### config.mk
export PLATFORM = sky130hd
export DESIGN_NAME = tcw_alu
export DESIGN_NICKNAME = d
export VERILOG_FILES = /design/src/rtl/tcw_pkg.sv /design/src/rtl/tcw_alu.sv
export SDC_FILE = /design/constraint.sdc
export NUM_CORES = 1
export LEC_CHECK = 0
export ABC_AREA = 1
export BUFFER_PORTS_ARGS = -buffer_cell sky130_fd_sc_hd__buf_4
export CORE_MARGIN = 8
export CORE_UTILIZATION = 47
export DETAILED_ROUTE_END_ITERATION = 10
export PLACE_DENSITY = 0.9
export SYNTH_ARGS = -nofsm -noshare
export SYNTH_HDL_FRONTEND = slang
export SYNTH_SLANG_ARGS = --single-unit
### constraint.sdc
create_clock -name vclk -period 2
set_input_delay 0.3 -clock vclk [all_inputs]
set_output_delay 0.3 -clock vclk [all_outputs]
set_load 0.02 [all_outputs]
### src/rtl/tcw_pkg.sv
// Shared types and constants of the text console cell writer.
package tcw_pkg;

   localparam logic [7:0] CHAR_NL       = 8'h0A;
   localparam logic [7:0] CHAR_BS       = 8'h08;
   localparam logic [7:0] CHAR_E        = 8'h45;
   localparam logic [7:0] CHAR_SPACE    = 8'h20;
   localparam logic [7:0] ATTR_DEFAULT  = 8'h0F;
   localparam logic [7:0] ATTR_ERR_RST  = 8'hF4;

   localparam int         CSR_IDX_W      = 4;
   localparam logic [3:0] CSR_TEXT_ATTR  = 4'd0;
   localparam logic [3:0] CSR_ERROR_ATTR = 4'd1;

   typedef enum logic [2:0] {
      CMD_WRITE = 3'd0,
      CMD_BACK  = 3'd1,
      CMD_LEFT  = 3'd2,
      CMD_RIGHT = 3'd3,
      CMD_CLEAR = 3'd4,
      CMD_READ  = 3'd5
   } cmd_type;

   typedef enum logic [3:0] {
      S_IDLE,
      S_DISPATCH,
      S_NL_DIV,
      S_NL_ADD,
      S_NL_SUB,
      S_INC,
      S_CP_RD,
      S_CP_WR,
      S_RD_ISSUE,
      S_RD_TAKE,
      S_SCR_CHK,
      S_FILL,
      S_DONE
   } state_type;

   typedef enum logic [1:0] {
      CP_DEL,
      CP_INS,
      CP_SCROLL
   } cp_mode_type;

   typedef enum logic {
      FL_CLEAR,
      FL_ZERO
   } fill_mode_type;

   typedef enum logic {
      ALU_ADD,
      ALU_SUB
   } alu_op_type;

endpackage

### src/rtl/tcw_alu.sv
// Shared add/subtract unit with an unsigned greater-or-equal flag on subtract.
module tcw_alu import tcw_pkg::*; #(
   parameter int W = 12
) (
   input  logic [W-1:0] a,
   input  logic [W-1:0] b,
   input  alu_op_type   op,
   output logic [W-1:0] res,
   output logic         ge
);

   logic         sub;
   logic [W:0]   sum;

   assign sub = (op == ALU_SUB);
   assign sum = {1'b0, a} + {1'b0, (sub ? ~b : b)} + {{W{1'b0}}, sub};
   assign res = sum[W-1:0];
   // no borrow on subtract means a >= b
   assign ge  = sub & sum[W];

endmodule

# [Word level (Yosys, flattened, before mapping)]
# Index checks and enable logic that the tools add are counted.
# Widths: inputs -> output; s select.
[word_totals] ff_bits=0 out_inout_bits=13 input_bits=25
[op_classes] mux=1 bitwise_logic=2 addsub=2
[op_table] op="$add 12x12->13" n=1
[op_table] op="$add 13x1->13" n=1
[op_table] op="$mux 12" n=1
[op_table] op="$not 12->12" n=1
[op_table] op="$and 1x1->1" n=1

# [Logic depth before layout (Yosys ltp)]
# Gate-level depths: netlist of the first run.
[depth] depth_word=5 ltp_mapped=12

# [Worst setup path after synthesis of the first run]
# No wires, ideal clock.
[synth_timing] path_kind="in2out" start="in op" end="out res[6]" n_path_buf=2 slack_ns=-0.141 path_stages=9 t_arrival_ns=1.841 cell_sequence="buf_4 buf_4 xor2_1 ha_1 nand2_2 nor2_4 nor2_4 o21ai_2 xor2_1"
[synth_between] elab_chain_len=3
[synth_lines] element="from (decl)" line="tcw_alu.sv:7" rtl="input alu_op_type op,"
[synth_lines] element="$mux 12" line="tcw_alu.sv:16" rtl="assign sum = {1'b0, a} + {1'b0, (sub ? ~b : b)} + {{W{1'b0}}, sub};"
[synth_lines] element="$add 12x12->13" line="tcw_alu.sv:16"
[synth_lines] element="$add 13x1->13 *" line="tcw_alu.sv:16"
[synth_lines] element="to (decl)" line="tcw_alu.sv:8" rtl="output logic [W-1:0] res,"
# Every way passes the cells marked *; elsewhere a longest branch is shown, timed or not.

# [Final worst setup path of the first run]
[layout_timing] start="in op" end="out res[10]"
# The elaborated chain is that of the path after synthesis.

==> flow_summary.yaml, run 1 <==
pwr:
  power.density_mw_per_mm2: 535
  switching_power_uw: 488
  power.leakage_uw: 0.000936
  intPower_uw: 413
  ir_drop_v: 0.000440
  combinationalPowerShare_pct: 100.0
  seq_power_share_pct: 0
  swShare_pct: 54.2
  power.share.clock_pct: 0
final_layout:
  final_area_mm2: 0.00168
  final_cell_mix: "52 x buf_4, 29 x inv_1, 29 x nand2_1"
  stdcell_count: 244
  mostFrequentLayoutCell: "buf_4"
  clkbuf_count: 0
  num-fill-cells: 95
  drive_gt1_share_pct: 58.5
  nFlopsAndLatches: 0
  nets: 257
  antenna_cells: 0
  synthToLayoutAreaGrowth_pct: 85.4
  regArea_um2: 0
sta:
  period_minus_slack_ps: 2070
  fin_setup_tns_ps: -244
  maxSlewHeadroom_pct: 85.3
  slew_viol_final: 0
  setup_viol: 8
  rsz0062_at_grt: "true"
  fmax_mhz: 483
  finalWorstSetupSlack_ps: -68.9
  max_slew.worst_pin.slew_ps: 220
  period_share_pct: 103
  finalHoldViolations: 0
detailed_routing:
  wire_per_inst_um: 16.1
  vias: 1287
  drt-pass1-iter-count: 4
  drt-met1-wl_um: 1430
  drc: 0
  routed_wirelength_um: 3930
  drtIter0Drc: 40
  wl_met3_um: 267
  wl_met2_um: 2110
  ant_nets: 0
  via_per_inst: 5.27
  top_layer: "met4"
status:
  status: "complete, but fails checks"
  failed_checks: "setup timing"
critical_path:
  crit_path_max_fanout: 7
  cp_slowest_stage_delay_ps: 400
  crit_arrival_ps: 1770
  cpMostUsedCell: "nand2_1"
  cp_slowest_cell: "ha_1"
  worstPathRequired_ps: 1700
  setup.worst_path.end_class: "primary output"
  crit_path_cell_trace: "buf_16, xor2_1, ha_1, nand2_1, nor2_2, nand3b_1, nand3_1, nand2_1, nand2_1, buf_4"
  start_kind: "input pin"
  crit_type: "in -> out"
run:
  drv_cap: 0
yosys:
  ys_warn_count: 0
  syn-instance-count: 159
  synthTopCellsByArea: "nand2_1 21%, ha_1 17%, inv_1 14%"
  yosysSeqAreaShare_pct: 0
  synth_area_leader_cell: "nand2_1"
  netlist_area_um2: 908
  synth_cell_type_count: 21
  synth_nets: 197
  syn_area_per_cell_um2: 5.71
  yosysTopAreaCellShare_pct: 21.1
clocking:
  hold_buffers: 0
floorplan:
  row_count: 16
  ios: 38
  initial_core_util_pct: 48.3
  die-area_mm2: 0.00360
  coreArea_mm2: 0.00188
  chipHeight_um: 60.0
  fp.dieW_um: 60.0
global_route:
  grt_pass1_wl_um: 4440
  grt_usage_pct: 15.1
  grt_max_degree: 14
  grt_pass1_vias: 1183
  antenna_found_initial: 0
  grt_overflow: 0
placement:
  dp_cells: 235
  place_hpwl_um: 2220
  gp_congestion: 0.885
  dpl-instance-area_mm2: 0.00134
  numPortBuffers: 38
worst_hold_path:
  hp-class: "in -> out"
[critical path: cells and delay by family]
family                   cells  cell delay (ps)
buffers and inverters        2              270
XOR/XNOR                     1              140
adder cells (fa/ha/maj)      1              400
AND/OR/NAND/NOR              6              650
[power by group through the flow]
stage	Combinational, uW	Clock [uW]	Sequential (uW)
floorplan	425	0	0
global placement	659	0	0
detailed placement	678	0	0
CTS	697	0	0
global route	955	0	0
finish	902	0	0
[routing by layer]
layer / up-vias / track usage, %
met4: 0 / 3.06
li1: 591 / -
met3: 16 / 1.72
met2: 64 / 32.3
met5: - / 0
met1: 616 / 14.3
[through the flow]
stage | util [%] | power [uW] | setup slack, ps | hold slack (ps)
2_1_floorplan | - | 425 | -45.3 | 772
3_3_place_gp | 71.4 | 659 | -83.0 | 907
3_5_place_dp | 71.4 | 678 | -135 | 931
4_1_cts | 73.5 | 697 | -3.07 | 934
5_1_grt | 89.5 | 955 | -157 | 968
6_report | 89.5 | 902 | -68.9 | 958
[synth_stat cells]
master and instances:
inv_1 33, o21ai_2 1, buf_4 2, a21o_1 1, nand3b_1 1, nand4_1 4, nor2_4 4, ha_1 12
nor2_2 1, inv_2 3, nand2_1 51, o21bai_1 1, nand3_1 8, a21oi_1 4, nand3_2 1, fa_1 1
a21oi_2 1, nor2_1 7, xnor2_1 4, nand2_2 7, xor2_1 12
[cell type report]
| class | count | area (um^2) | share of cell area, % |
|---|---|---|---|
| repair buffers | 60 | 510 | 30.3 |
| inverters | 36 | 135 | 8.02 |
| well taps | 27 | 33.8 | 2.01 |
| multi-input cells | 121 | 1000 | 59.7 |
[final timing paths]
| path | start | to | cells past startpoint |
|---|---|---|---|
| setup / recovery | op | res[10] | 10 |
| hold / removal | op | ge | 4 |
[what timing repair did]
| item | CTS | global route |
|---|---|---|
| buffers inserted | 2 | 6 |
| endpoints found under the hold margin | 0 | 0 |
| cloned | 0 | 1 |
| endpoints found under the setup margin | 10 | 10 |
| pin swaps | 8 | 36 |
| gates resized for setup | 6 | 56 |
[kinds of logic after synthesis]
kind of cell               Yosys count  share of synthesized area, %
and+or+nand+nor                     84                          43.5
buffers and inverters               38                          16.5
xor gates and xnor gates            16                          15.4
AOI/OAI and AO/OA                    8                          5.79
adders and majority gates           13                          18.7
Power figures use the tool's default switching activity.
==> run 2, diff against run 1 <==
--- a/config.mk
+++ b/config.mk
@@ -6,11 +6,12 @@
 export NUM_CORES = 1
 export LEC_CHECK = 0
 export ABC_AREA = 1
+export ABC_CLOCK_PERIOD_IN_PS = 2150
 export BUFFER_PORTS_ARGS = -buffer_cell sky130_fd_sc_hd__buf_4
 export CORE_MARGIN = 8
-export CORE_UTILIZATION = 47
+export CORE_UTILIZATION = 35
 export DETAILED_ROUTE_END_ITERATION = 10
-export PLACE_DENSITY = 0.9
+export PLACE_DENSITY = 0.69
 export SYNTH_ARGS = -nofsm -noshare
 export SYNTH_HDL_FRONTEND = slang
 export SYNTH_SLANG_ARGS = --single-unit
==> constraint.sdc (replaced) <==
create_clock -name vclk -period 2.15
set_input_delay 0.3225 -clock vclk [all_inputs]
set_output_delay 0.3225 -clock vclk [all_outputs]
set_load 0.02 [all_outputs]
==> run 2 against run 1 <==
Compared with the run above: the flow now finishes without violations; die area grew 25%; sequential share of layout area is the same; worst setup slack gained 160 ps; critical path depth is the same; routed wire length shrank 39%; largest power group unchanged.
==> flow_summary.yaml, run 2 (synthesis gave the netlist of run 1 again) <==
status:
  status: "finished, final reports clean"
detailed_routing:
  drt-pass1-iter-count: 4
  drtIter0Drc: 14
  wire_per_inst_um: 10.3
  drc: 0
  vias: 1031
  via_per_inst: 4.42
  ant_nets: 0
  routed_wirelength_um: 2400
pwr:
  ir_drop_v: 0.000307
  power.leakage_uw: 0.000816
  power.density_mw_per_mm2: 461
sta:
  rsz0062_at_grt: "false"
  period_share_pct: 95.7
  setup_viol: 0
  finalWorstSetupSlack_ps: 91.8
  period_minus_slack_ps: 2060
  holdWs_ps: 955
  fmax_mhz: 486
  maxSlewHeadroom_pct: 87.3
  max_slew.worst_pin.slew_ps: 189
  slew_viol_final: 0
  finalHoldViolations: 0
run:
  drv_cap: 0
global_route:
  antenna_found_initial: 0
  grt_pass1_vias: 962
  grt_overflow: 0
  grt_max_degree: 13
  grt_usage_pct: 10.2
  grt_pass1_wl_um: 3880
final_layout:
  synthToLayoutAreaGrowth_pct: 51.5
  clkbuf_count: 0
  nets: 243
  nFlopsAndLatches: 0
  final_cell_mix: "44 x buf_4, 40 x nand2_1, 29 x inv_1"
  regArea_um2: 0
  mostFrequentLayoutCell: "buf_4"
  stdcell_count: 233
  antenna_cells: 0
  drive_gt1_share_pct: 43.3
critical_path:
  crit_type: "in -> out"
  crit_path_max_fanout: 12
  critPathLaunch: "op"
  worstPathRequired_ps: 1830
  crit_end: "res[5]"
  start_kind: "input pin"
  setup.worst_path.end_class: "primary output"
  crit_arrival_ps: 1740
placement:
  pre_cts_ws_ps: -6.51
  dp_cells: 230
  gp_congestion: 0.841
  place_hpwl_um: 2010
  numPortBuffers: 38
floorplan:
  row_count: 18
  chipHeight_um: 66.9
  fp.dieW_um: 66.9
  coreArea_mm2: 0.00248
  initial_core_util_pct: 36.7
  die-area_mm2: 0.00448
  ios: 38
clocking:
  hold_buffers: 0
worst_hold_path:
  hp-class: "in -> out"
-- run 2: cell types whose count changed in the layout (fill, tap and decap cells not counted), moves of 4 or more --
cell / change
buf_4: -8
buf_6: -5
ha_4: -4
nand2_1: +11
nand2_2: -8
xor2_1: +4
xor2_2: -4
-- run 2: report_power, final --
| part | switching, uW | leakage (uW) | internal (uW) |
|---|---|---|---|
| registers | 0 | 0 | 0 |
| logic | 348 | 0.000816 | 286 |
| clock network | 0 | 0 | 0 |
| total | 348 | 0.000816 | 286 |
-- run 2: worst max-delay path, cell delays in order --
cell and delay [ps]:
buf_12 130, xor2_1 160, ha_1 370, nand2_2 150, inv_2 50, nand2_2 50
nand2_2 60, a21oi_2 140, xnor2_2 130, buf_4 160
-- run 2: cell type report --
class	instances	area (um^2)
Fill cell	247	1100
Multi-Input combinational cell	121	842
Timing Repair Buffer	46	362
Inverter	36	135
Tap cell	30	37.5
-- run 2: routing by layer --
layer  track usage (%)  wire length, um
met1              13.0             1120
met2              18.6             1190
met3              1.17               87
met4                 0                0
met5                 0                0
-- run 2: through the flow --
stage | total power [uW] | util, % | instance area, um^2 | TNS [ps]
after floorplan | 380 | - | 923 | 0
after global placement | 580 | 51.2 | 1270 | 0
after detailed placement | 581 | 51.2 | 1270 | -12.2
after CTS | 591 | 51.9 | 1290 | 0
after global routing | 699 | 55.6 | 1380 | 0
final | 634 | 55.6 | 1380 | 0
-- run 2: how the worst min path moves through the flow --
stage	to	cells after the start	start
floorplan	res[0]	2	a[0]
global placement	res[0]	4	a[0]
detailed placement	res[0]	4	a[0]
CTS	res[0]	4	a[0]
global route	res[0]	4	a[0]
finish	res[0]	4	a[0]
-- run 2: what timing repair did --
action | in CTS | in global routing
resized for setup | 2 | 26
gates cloned | 0 | 0
buffers inserted | 1 | 2
pin swaps | 3 | 17
endpoints found under the setup margin | 3 | 9
